==> src/sv/b64d_pkg.sv <==
// b64d_pkg: shared types, status codes and the base64 alphabet lookup for the
// base64 stream decoder. No dependencies; used by every b64d_* module and the top.
package b64d_pkg;

  // Status codes carried by the closing word of a string
  localparam logic [2:0] StOk        = 3'd0;
  localparam logic [2:0] StBadLength = 3'd1;
  localparam logic [2:0] StBadChar   = 3'd2;
  localparam logic [2:0] StAfterPad  = 3'd3;
  localparam logic [2:0] StManyPads  = 3'd4;
  localparam logic [2:0] StOverCap   = 3'd5;

  // Characters of interest
  localparam logic [7:0] PadChar   = 8'h3D;  // '='
  localparam logic [7:0] CharUpA   = 8'h41;
  localparam logic [7:0] CharUpZ   = 8'h5A;
  localparam logic [7:0] CharLoA   = 8'h61;
  localparam logic [7:0] CharLoZ   = 8'h7A;
  localparam logic [7:0] CharZero  = 8'h30;
  localparam logic [7:0] CharNine  = 8'h39;
  localparam logic [7:0] CharPlus  = 8'h2B;
  localparam logic [7:0] CharSlash = 8'h2F;

  // Alphabet offsets
  localparam logic [7:0] LowerBase = 8'd26;
  localparam logic [7:0] DigitBase = 8'd52;
  localparam logic [5:0] PlusVal   = 6'd62;
  localparam logic [5:0] SlashVal  = 6'd63;

  // Configuration register map
  localparam int unsigned AddrW       = 3;
  localparam logic        RegCapacity = 1'b0;
  localparam logic [15:0] CapReset    = 16'd1152;

  // Input word
  typedef struct packed {
    logic [7:0] symbol;
    logic       final_char;
  } in_item_t;

  // Output word
  typedef struct packed {
    logic [7:0]  data_byte;
    logic        is_status;
    logic [2:0]  status;
    logic [15:0] byte_total;
    logic        run_end;
  } out_item_t;

  // Everything one input word produces: up to three bytes and an optional status
  typedef struct packed {
    logic [1:0]  n_data;
    logic [7:0]  byte0;
    logic [7:0]  byte1;
    logic [7:0]  byte2;
    logic [15:0] base_total;
    logic        has_status;
    logic [2:0]  status;
  } bundle_t;

  // Returns {valid, sextet}; valid is low for anything outside the alphabet
  function automatic logic [6:0] sextet_of(input logic [7:0] ch);
    logic [6:0] res;
    logic [7:0] tmp;
    res = 7'd0;
    tmp = 8'd0;
    case (ch) inside
      [CharUpA:CharUpZ]: begin
        tmp = ch - CharUpA;
        res = {1'b1, tmp[5:0]};
      end
      [CharLoA:CharLoZ]: begin
        tmp = ch - CharLoA + LowerBase;
        res = {1'b1, tmp[5:0]};
      end
      [CharZero:CharNine]: begin
        tmp = ch - CharZero + DigitBase;
        res = {1'b1, tmp[5:0]};
      end
      CharPlus:  res = {1'b1, PlusVal};
      CharSlash: res = {1'b1, SlashVal};
      default:   res = 7'd0;
    endcase
    return res;
  endfunction

endpackage

==> src/sv/b64d_core.sv <==
// b64d_core: input register, per-string decode state and the single-pass
// group decode. Depends on b64d_pkg.
module b64d_core (
  input  logic                clk_i,
  input  logic                rst_ni,
  input  logic                in_valid_i,
  output logic                in_ready_o,
  input  b64d_pkg::in_item_t  in_item_i,
  input  logic [15:0]         cap_i,
  output logic                bundle_valid_o,
  input  logic                bundle_ready_i,
  output b64d_pkg::bundle_t   bundle_o
);

  b64d_pkg::in_item_t in_q;
  logic               in_v_q;
  logic               adv;

  logic [17:0] sext_q, sext_d;
  logic [1:0]  pos_q, pos_d;
  logic [2:0]  pad_q, pad_d;
  logic [2:0]  err_q, err_d;
  logic [15:0] bytes_q, bytes_d;

  logic        is_pad;
  logic [6:0]  lut;
  logic [5:0]  val;
  logic [2:0]  cand;
  logic [2:0]  pad_n;
  logic [23:0] word;
  logic [1:0]  emit_cnt;
  logic [1:0]  emit;

  // Input register: a held word advances whenever the result buffer has room
  assign adv        = in_v_q && bundle_ready_i;
  assign in_ready_o = !in_v_q || bundle_ready_i;

  always_ff @(posedge clk_i or negedge rst_ni) begin
    if (!rst_ni) begin
      in_v_q <= 1'b0;
    end else if (in_ready_o) begin
      in_v_q <= in_valid_i;
    end
  end

  always_ff @(posedge clk_i) begin
    if (in_ready_o && in_valid_i) begin
      in_q <= in_item_i;
    end
  end

  // Group decode
  always_comb begin
    is_pad = (in_q.symbol == b64d_pkg::PadChar);
    lut    = b64d_pkg::sextet_of(in_q.symbol);
    val    = 6'd0;
    cand   = b64d_pkg::StOk;
    pad_n  = pad_q;
    if (is_pad) begin
      pad_n = (pad_q != 3'd7) ? pad_q + 3'd1 : pad_q;
    end else if (pad_q != 3'd0) begin
      cand = b64d_pkg::StAfterPad;
    end else if (!lut[6]) begin
      cand = b64d_pkg::StBadChar;
    end else begin
      val = lut[5:0];
    end

    word     = {sext_q, val};
    emit_cnt = 2'd3 - pad_n[1:0];
    emit     = 2'd0;
    sext_d   = sext_q;
    pos_d    = pos_q;
    pad_d    = pad_n;
    err_d    = (err_q == b64d_pkg::StOk) ? cand : err_q;
    bytes_d  = bytes_q;

    if (pos_q != 2'd3) begin
      sext_d = {sext_q[11:0], val};
      pos_d  = pos_q + 2'd1;
    end else begin
      if (pad_n > 3'd2 && err_d == b64d_pkg::StOk) begin
        err_d = b64d_pkg::StManyPads;
      end
      if (err_d == b64d_pkg::StOk) begin
        if ({1'b0, bytes_q} + {15'd0, emit_cnt} > {1'b0, cap_i}) begin
          err_d = b64d_pkg::StOverCap;
        end else begin
          emit    = emit_cnt;
          bytes_d = bytes_q + {14'd0, emit_cnt};
        end
      end
      sext_d = 18'd0;
      pos_d  = 2'd0;
      pad_d  = 3'd0;
    end

    bundle_o.n_data     = emit;
    bundle_o.byte0      = word[23:16];
    bundle_o.byte1      = word[15:8];
    bundle_o.byte2      = word[7:0];
    bundle_o.base_total = bytes_q;
    bundle_o.has_status = in_q.final_char;
    bundle_o.status     = (pos_d != 2'd0) ? b64d_pkg::StBadLength : err_d;

    // End of string: back to a clean state for the next one
    if (in_q.final_char) begin
      sext_d  = 18'd0;
      pos_d   = 2'd0;
      pad_d   = 3'd0;
      err_d   = b64d_pkg::StOk;
      bytes_d = 16'd0;
    end
  end

  // Only words that produce something occupy the result buffer
  assign bundle_valid_o = in_v_q && ((emit != 2'd0) || in_q.final_char);

  // Decode state
  always_ff @(posedge clk_i or negedge rst_ni) begin
    if (!rst_ni) begin
      sext_q  <= 18'd0;
      pos_q   <= 2'd0;
      pad_q   <= 3'd0;
      err_q   <= b64d_pkg::StOk;
      bytes_q <= 16'd0;
    end else if (adv) begin
      sext_q  <= sext_d;
      pos_q   <= pos_d;
      pad_q   <= pad_d;
      err_q   <= err_d;
      bytes_q <= bytes_d;
    end
  end

  // Closing word leaves the string state clear
  a_final_clears: assert property (@(posedge clk_i) disable iff (!rst_ni)
    (adv && in_q.final_char) |=>
      (pos_q == 2'd0 && pad_q == 3'd0 && err_q == b64d_pkg::StOk && bytes_q == 16'd0))
    else $error("decode state not cleared after final character");

  // Pads are only ever counted inside an open group
  a_pad_in_group: assert property (@(posedge clk_i) disable iff (!rst_ni)
    (pad_q != 3'd0) |-> (pos_q != 2'd0))
    else $error("pad count held outside a group");

endmodule

==> src/sv/b64d_serial.sv <==
// b64d_serial: small buffer of decode bundles and the serialiser that hands
// them out one result word per cycle while out_ready_i is high. Depends on b64d_pkg.
module b64d_serial #(
  parameter int unsigned Depth = 2
) (
  input  logic                 clk_i,
  input  logic                 rst_ni,
  input  logic                 bundle_valid_i,
  output logic                 bundle_ready_o,
  input  b64d_pkg::bundle_t    bundle_i,
  output logic                 out_valid_o,
  input  logic                 out_ready_i,
  output b64d_pkg::out_item_t  out_item_o
);

  localparam int unsigned PtrW = (Depth > 1) ? $clog2(Depth) : 1;
  localparam int unsigned CntW = $clog2(Depth + 1);

  b64d_pkg::bundle_t buf_q [Depth];
  logic [PtrW-1:0]   wr_ptr_q, rd_ptr_q;
  logic [CntW-1:0]   cnt_q;
  logic [1:0]        idx_q;

  b64d_pkg::bundle_t head;
  logic              full, push, pop, fire_out, is_st, last;
  logic [2:0]        n_res;
  logic [15:0]       step;

  assign full           = (cnt_q == CntW'(Depth));
  assign bundle_ready_o = !full;
  assign push           = bundle_valid_i && !full;
  assign out_valid_o    = (cnt_q != '0);
  assign fire_out       = out_valid_o && out_ready_i;
  assign head           = buf_q[rd_ptr_q];

  // Position of the current word within the head bundle
  assign n_res = {1'b0, head.n_data} + {2'd0, head.has_status};
  assign last  = ({1'b0, idx_q} == n_res - 3'd1);
  assign is_st = head.has_status && (idx_q == head.n_data);
  assign pop   = fire_out && last;

  // Output word assembly
  always_comb begin
    step = is_st ? {14'd0, head.n_data} : ({14'd0, idx_q} + 16'd1);
    out_item_o.data_byte = 8'h00;
    if (!is_st) begin
      case (idx_q)
        2'd0:    out_item_o.data_byte = head.byte0;
        2'd1:    out_item_o.data_byte = head.byte1;
        2'd2:    out_item_o.data_byte = head.byte2;
        default: out_item_o.data_byte = 8'h00;
      endcase
    end
    out_item_o.is_status  = is_st;
    out_item_o.status     = is_st ? head.status : b64d_pkg::StOk;
    out_item_o.byte_total = head.base_total + step;
    out_item_o.run_end    = last;
  end

  // Buffer storage
  always_ff @(posedge clk_i) begin
    if (push) begin
      buf_q[wr_ptr_q] <= bundle_i;
    end
  end

  // Pointers, fill count and word index
  always_ff @(posedge clk_i or negedge rst_ni) begin
    if (!rst_ni) begin
      wr_ptr_q <= '0;
      rd_ptr_q <= '0;
      cnt_q    <= '0;
      idx_q    <= 2'd0;
    end else begin
      if (push) begin
        wr_ptr_q <= (wr_ptr_q == PtrW'(Depth - 1)) ? '0 : wr_ptr_q + 1'b1;
      end
      if (pop) begin
        rd_ptr_q <= (rd_ptr_q == PtrW'(Depth - 1)) ? '0 : rd_ptr_q + 1'b1;
        idx_q    <= 2'd0;
      end else if (fire_out) begin
        idx_q <= idx_q + 2'd1;
      end
      if (push && !pop) begin
        cnt_q <= cnt_q + 1'b1;
      end else if (pop && !push) begin
        cnt_q <= cnt_q - 1'b1;
      end
    end
  end

  // A status word always closes its bundle
  a_status_last: assert property (@(posedge clk_i) disable iff (!rst_ni)
    (out_valid_o && out_item_o.is_status) |-> out_item_o.run_end)
    else $error("status word not last in its bundle");

  // Word index stays inside the head bundle
  a_idx_range: assert property (@(posedge clk_i) disable iff (!rst_ni)
    out_valid_o |-> ({1'b0, idx_q} < n_res))
    else $error("serialiser index beyond bundle");

endmodule

==> src/sv/base64_stream_decoder.sv <==
// base64_stream_decoder: top level with the configuration port and register.
// Depends on b64d_pkg, b64d_core and b64d_serial.
//
// Decodes base64 text one character per word, one word per cycle at the input.
// A character taken is held in the input register, decoded in one pass, and its
// results (up to three bytes and, on the final character, a status word) enter
// a BufDepth-entry bundle buffer, from which the first result is offered.
// Results leave one per cycle while out_ready_i is high, so a group of four
// characters yields at most four output words (three bytes plus status), and
// the input only stalls when the bundle buffer is full. The byte limit per
// string is the out_capacity register at byte address 0 of the APB port.
module base64_stream_decoder #(
  parameter int unsigned BufDepth = 2
) (
  input  logic                          clk_i,
  input  logic                          rst_ni,
  input  logic                          in_valid_i,
  output logic                          in_ready_o,
  input  b64d_pkg::in_item_t            in_item_i,
  output logic                          out_valid_o,
  input  logic                          out_ready_i,
  output b64d_pkg::out_item_t           out_item_o,
  input  logic                          psel,
  input  logic                          penable,
  input  logic                          pwrite,
  input  logic [b64d_pkg::AddrW-1:0]    paddr,
  input  logic [31:0]                   pwdata,
  output logic [31:0]                   prdata,
  output logic                          pready
);

  logic [15:0]       cap_q;
  logic              cap_sel;
  logic              bundle_valid, bundle_ready;
  b64d_pkg::bundle_t bundle;

  // Configuration register
  assign pready  = 1'b1;
  assign cap_sel = (paddr[b64d_pkg::AddrW-1:2] == b64d_pkg::RegCapacity);
  assign prdata  = cap_sel ? {16'd0, cap_q} : 32'd0;

  always_ff @(posedge clk_i or negedge rst_ni) begin
    if (!rst_ni) begin
      cap_q <= b64d_pkg::CapReset;
    end else if (psel && penable && pwrite && pready && cap_sel) begin
      cap_q <= pwdata[15:0];
    end
  end

  b64d_core u_core (
    .clk_i          (clk_i),
    .rst_ni         (rst_ni),
    .in_valid_i     (in_valid_i),
    .in_ready_o     (in_ready_o),
    .in_item_i      (in_item_i),
    .cap_i          (cap_q),
    .bundle_valid_o (bundle_valid),
    .bundle_ready_i (bundle_ready),
    .bundle_o       (bundle)
  );

  b64d_serial #(
    .Depth (BufDepth)
  ) u_serial (
    .clk_i          (clk_i),
    .rst_ni         (rst_ni),
    .bundle_valid_i (bundle_valid),
    .bundle_ready_o (bundle_ready),
    .bundle_i       (bundle),
    .out_valid_o    (out_valid_o),
    .out_ready_i    (out_ready_i),
    .out_item_o     (out_item_o)
  );

endmodule

==> config.mk <==
export PLATFORM = sky130hd
export DESIGN_NAME = base64_stream_decoder
export DESIGN_NICKNAME = d
export VERILOG_FILES = /design/src/sv/b64d_pkg.sv /design/src/sv/b64d_core.sv /design/src/sv/b64d_serial.sv /design/src/sv/base64_stream_decoder.sv
export SDC_FILE = /design/constraint.sdc
export NUM_CORES = 1
export LEC_CHECK = 0
export BUFFER_PORTS_ARGS = -buffer_cell sky130_fd_sc_hd__buf_2
export CAP_MARGIN = 20
export CORE_AREA = 2 2 142 144
export CTS_CLUSTER_DIAMETER = 200
export DETAILED_ROUTE_END_ITERATION = 7
export DIE_AREA = 0 0 144 146
export PLACE_DENSITY = 0.66
export SETUP_SLACK_MARGIN = 0.5
export SLEW_MARGIN = 20
export SYNTH_ARGS = -nofsm -noshare
export SYNTH_HDL_FRONTEND = slang
export SYNTH_SLANG_ARGS = --single-unit
==> constraint.sdc <==
create_clock -name clk_i -period 13 [get_ports clk_i]
set_clock_uncertainty 0.05 [all_clocks]
set_input_delay 1.3 -clock clk_i [delete_from_list [all_inputs] [get_ports clk_i]]
set_output_delay 1.3 -clock clk_i [all_outputs]
set_load 0.05 [all_outputs]
==> impl_metrics.toml <==
[floorplan]
io_pins = 115
core_area_um2 = 19300
start_util_pct = 44.8
num_rows = 51
dieArea_um2 = 21000
chipHeight_um = 146
chipWidth_um = 144

[yosys]
yosys.cell_count.top_type = "edfxtp_1"
synth_edf_count = 101
synth_cell_type_count = 73
synth-main-ff-cell = "edfxtp_1"
synth_top_area_cell = "edfxtp_1"
synth_top_area_share_pct = 35.0
synth_area_leaders = "edfxtp_1 (35%), dfrtp_1 (18%), ha_1 (5.9%), mux2_2 (2.7%), nor2_1 (2.6%)"
syn_area_um2 = 8660
synthTopCellsByCount = "edfxtp_1 (101), dfrtp_1 (63), nor2_1 (59)"
syn_avg_cell_area_um2 = 11.5
synthCells = 752
synth-warning-count = 0
seq_area_frac_synth_pct = 53.8
synth_seq_cells = 166
synthArstFlopShare_pct = 39.2

[global_routing]
grt_max_degree = 66
track_usage_pct = 17.4
first_global_vias = 5650
grt_antenna_before_repair = 0
grt_pass1_wl_mm = 28.8
grt_overflow_total = 0

[sta]
worst_pin_slew_ns = 0.876
hold_viol = 0
tns_ns = 0
post-route-period-util_pct = 48.3
setup_violations = 0
slew_headroom_pct = 41.6
holdWs_ns = 0.442
fmax_mhz = 159
fin_crit_ns = 6.27
rsz0062_at_grt = "false"
maxSlewViolCount = 0

[setup_path]
path_delay_family = "simple AND/OR/NAND/NOR gates"
crit_chain = "buf_4 -> mux2i_1 -> xnor2_1 -> or2_0 -> inv_1 -> mux2i_1 -> ha_1 -> inv_1 -> fa_1 -> nor2b_1 -> o21ai_0 -> or3_1 -> nor2_1 -> nand2_1 -> nor2_1 -> xnor2_1 -> buf_2"
max_stage_delay_ns = 0.60
cp_num_buf_inv = 4
path_depth = 17
path_max_fanout = 48
critPathKind = "register to output pin"
worstSetupEndpointType = "output pin"
start_kind = "register"
critPathSlowestCell = "dfrtp_2"
crit_required_ns = 11.65
crit_start = "u_serial.rd_ptr_q"
rr_worst_depth = 19
critPathArrivalTime_ns = 4.92
r2r_start = "u_core.in_q[3]"

[worst_hold_path]
hold_start = "u_core.sext_q[12]"
min_path_cells = 0
min-delay-path-class = "register to register"

[clocking]
clock_latency_ns = 0.43
post_cts_buffers = 0
cts_resized = 0
cts.sinks = 166
htreeDepth = 4
root_buffer = "clkbuf_16"
cts_hold_buf = 0
clk_pin_slew_ns = 0.07
max-clock-path-buffers = 2
cts_made_buffers = 17
tritoncts = "built"

[route]
post_drt_via_cell_ratio = 5.39
wirelength_mm = 17.5
vias = 5910
first_iter_violations = 426
ant_nets = 0
wire_per_inst_um = 16.0
drcViolationCount = 0
first_pass_iters = 5

[power_and_ir_drop]
p_clk_share_pct = 22.9
swShare_pct = 44.7
combinationalPowerShare_pct = 43.5
p_sw_mw = 0.968
peakVddDrop_mv = 0.0972
power.density_nw_per_um2 = 220
intPower_mw = 1.20
p_leak_nw = 4.11
seqPwrFrac_pct = 33.6

[status]
outcome = "completed"

[place]
io_buffers = 79
dp_hpwl_mm = 12.3
place_inst = 1065
gp_congestion = 0.830

[finish]
finalCoreUtilization_pct = 50.8
instances_no_fill = 1097
n_fill_cell = 1690
finalNetCount = 913
diodes = 0
syn_to_final_growth_pct = 13.4
drive_gt1_share_pct = 19.0

[run]
maxCapViolCount = 0
kinds of logic after synthesis:
family	Yosys count	synth area share, %
compound gates	166	14.3
buf+inv	92	5.14
fa+ha+maj	43	6.39
xor+xnor	39	3.94
flops	166	53.8
mux	30	3.77
other cells	2	0.0867
simple gates	214	12.5
power groups by stage:
stage | registers (mW) | logic [mW] | clock network, mW
global placement | 0.735 | 0.940 | 0
finish | 0.728 | 0.941 | 0.495
global route | 0.740 | 1.03 | 0.525
detailed placement | 0.739 | 0.952 | 0
floorplan | 0.715 | 0.771 | 0
CTS | 0.728 | 0.954 | 0.502
through the flow:
stage          total power [mW]  setup WS, ns  area (um2)
2_1_floorplan              1.49          5.13        8720
3_3_place_gp               1.67          7.13        9220
3_5_place_dp               1.69          7.07        9220
4_1_cts                    2.18          6.60        9820
5_1_grt                    2.30          6.29        9820
6_report                   2.16          6.73        9820
sequential cells by signal, indices dropped and copies added (netlist names):
| signal | cells |
|---|---|
| cap_q | 16 |
| u_core.bundle_o | 1 |
| u_core.bytes_q | 16 |
| u_core.err_q | 3 |
| u_core.in_q | 8 |
| u_core.in_v_q | 1 |
| u_core.pad_q | 3 |
| u_core.pos_q | 2 |
| u_core.sext_q | 18 |
| u_serial.buf_q | 92 |
| u_serial.cnt_q | 2 |
| u_serial.idx_q | 2 |
| u_serial.rd_ptr_q | 1 |
| u_serial.wr_ptr_q | 1 |
final timing paths:
kind                                          to  slack, ns
max                               out_item_o[15]       6.73
min                        u_serial.buf_q[0][38]       0.44
max reg2reg                u_serial.buf_q[0][22]       7.19
min reg2reg                u_serial.buf_q[0][38]       0.44
max in group asynchronous      u_serial.rd_ptr_q      11.26
min in group asynchronous     u_core.bytes_q[14]       1.03
cells in the final DEF, fill, tap and decap left out, types with 4 or more instances in the layout:
cell type | synthesis | final
buf_2 | 5 | 79
edfxtp_1 | 101 | 101
ha_1 | 41 | 41
mux2i_1 | 9 | 9
a22o_1 | 16 | 16
and3_1 | 13 | 13
dfrtp_1 | 63 | 62
nand2_1 | 43 | 43
clkbuf_16 | 0 | 17
a32oi_1 | 10 | 10
nor2_1 | 59 | 58
a211oi_1 | 10 | 10
inv_8 | 0 | 6
nor3_1 | 9 | 9
mux2_2 | 21 | 21
conb_1 | 2 | 17
o211ai_1 | 8 | 8
a41oi_1 | 6 | 6
nor2b_1 | 24 | 24
a31o_2 | 5 | 5
o21ai_0 | 19 | 19
xor2_1 | 14 | 14
a21oi_1 | 34 | 34
nand4_1 | 12 | 12
a222oi_1 | 14 | 14
nand2b_1 | 6 | 6
nand3_1 | 16 | 16
inv_1 | 36 | 36
or3_1 | 4 | 4
clkinv_8 | 0 | 4
buf_4 | 19 | 9
and2_1 | 10 | 10
xnor2_1 | 25 | 25
cell type report:
type / count / area, um2 / area share, %
clock buffer: 17 / 425 / 4.33
multi-input combinational: 509 / 3620 / 36.9
inverter: 37 / 139 / 1.41
tap: 265 / 332 / 3.38
sequential: 166 / 4660 / 47.5
timing repair buffer: 88 / 463 / 4.71
clock inverter: 15 / 175 / 1.78
per-layer routing:
| metal | GRT usage (%) | part of all wire (%) | up-vias | routed length, um |
|---|---|---|---|---|
| met3 | 3.42 | 5.0 | 21 | 874 |
| met4 | 4.71 | 1.3 | 0 | 223 |
| met1 | 25.7 | 49 | 2804 | 8570 |
| met2 | 26.1 | 45 | 166 | 7850 |
| li1 | - | - | 2919 | - |
| met5 | 0 | 0 | - | 0 |
worst register-to-register path, stage by stage (launching register included):
cell	delay, ns
edfxtp_1	0.50
ha_1	0.37
and3_4	0.28
nand2_1	0.10
xnor2_1	0.25
ha_1	0.24
fa_1	0.31
nand3_1	0.13
nor3_1	0.59
nand3_1	0.18
xnor2_1	0.30
ha_1	0.32
o21a_1	0.11
o31ai_1	0.20
o31ai_1	0.12
a21oi_1	0.16
buf_4	0.26
a21oi_1	0.25
nor2_4	0.17
buf_4	0.52
No activity file was read; power rests on OpenSTA's default activity.
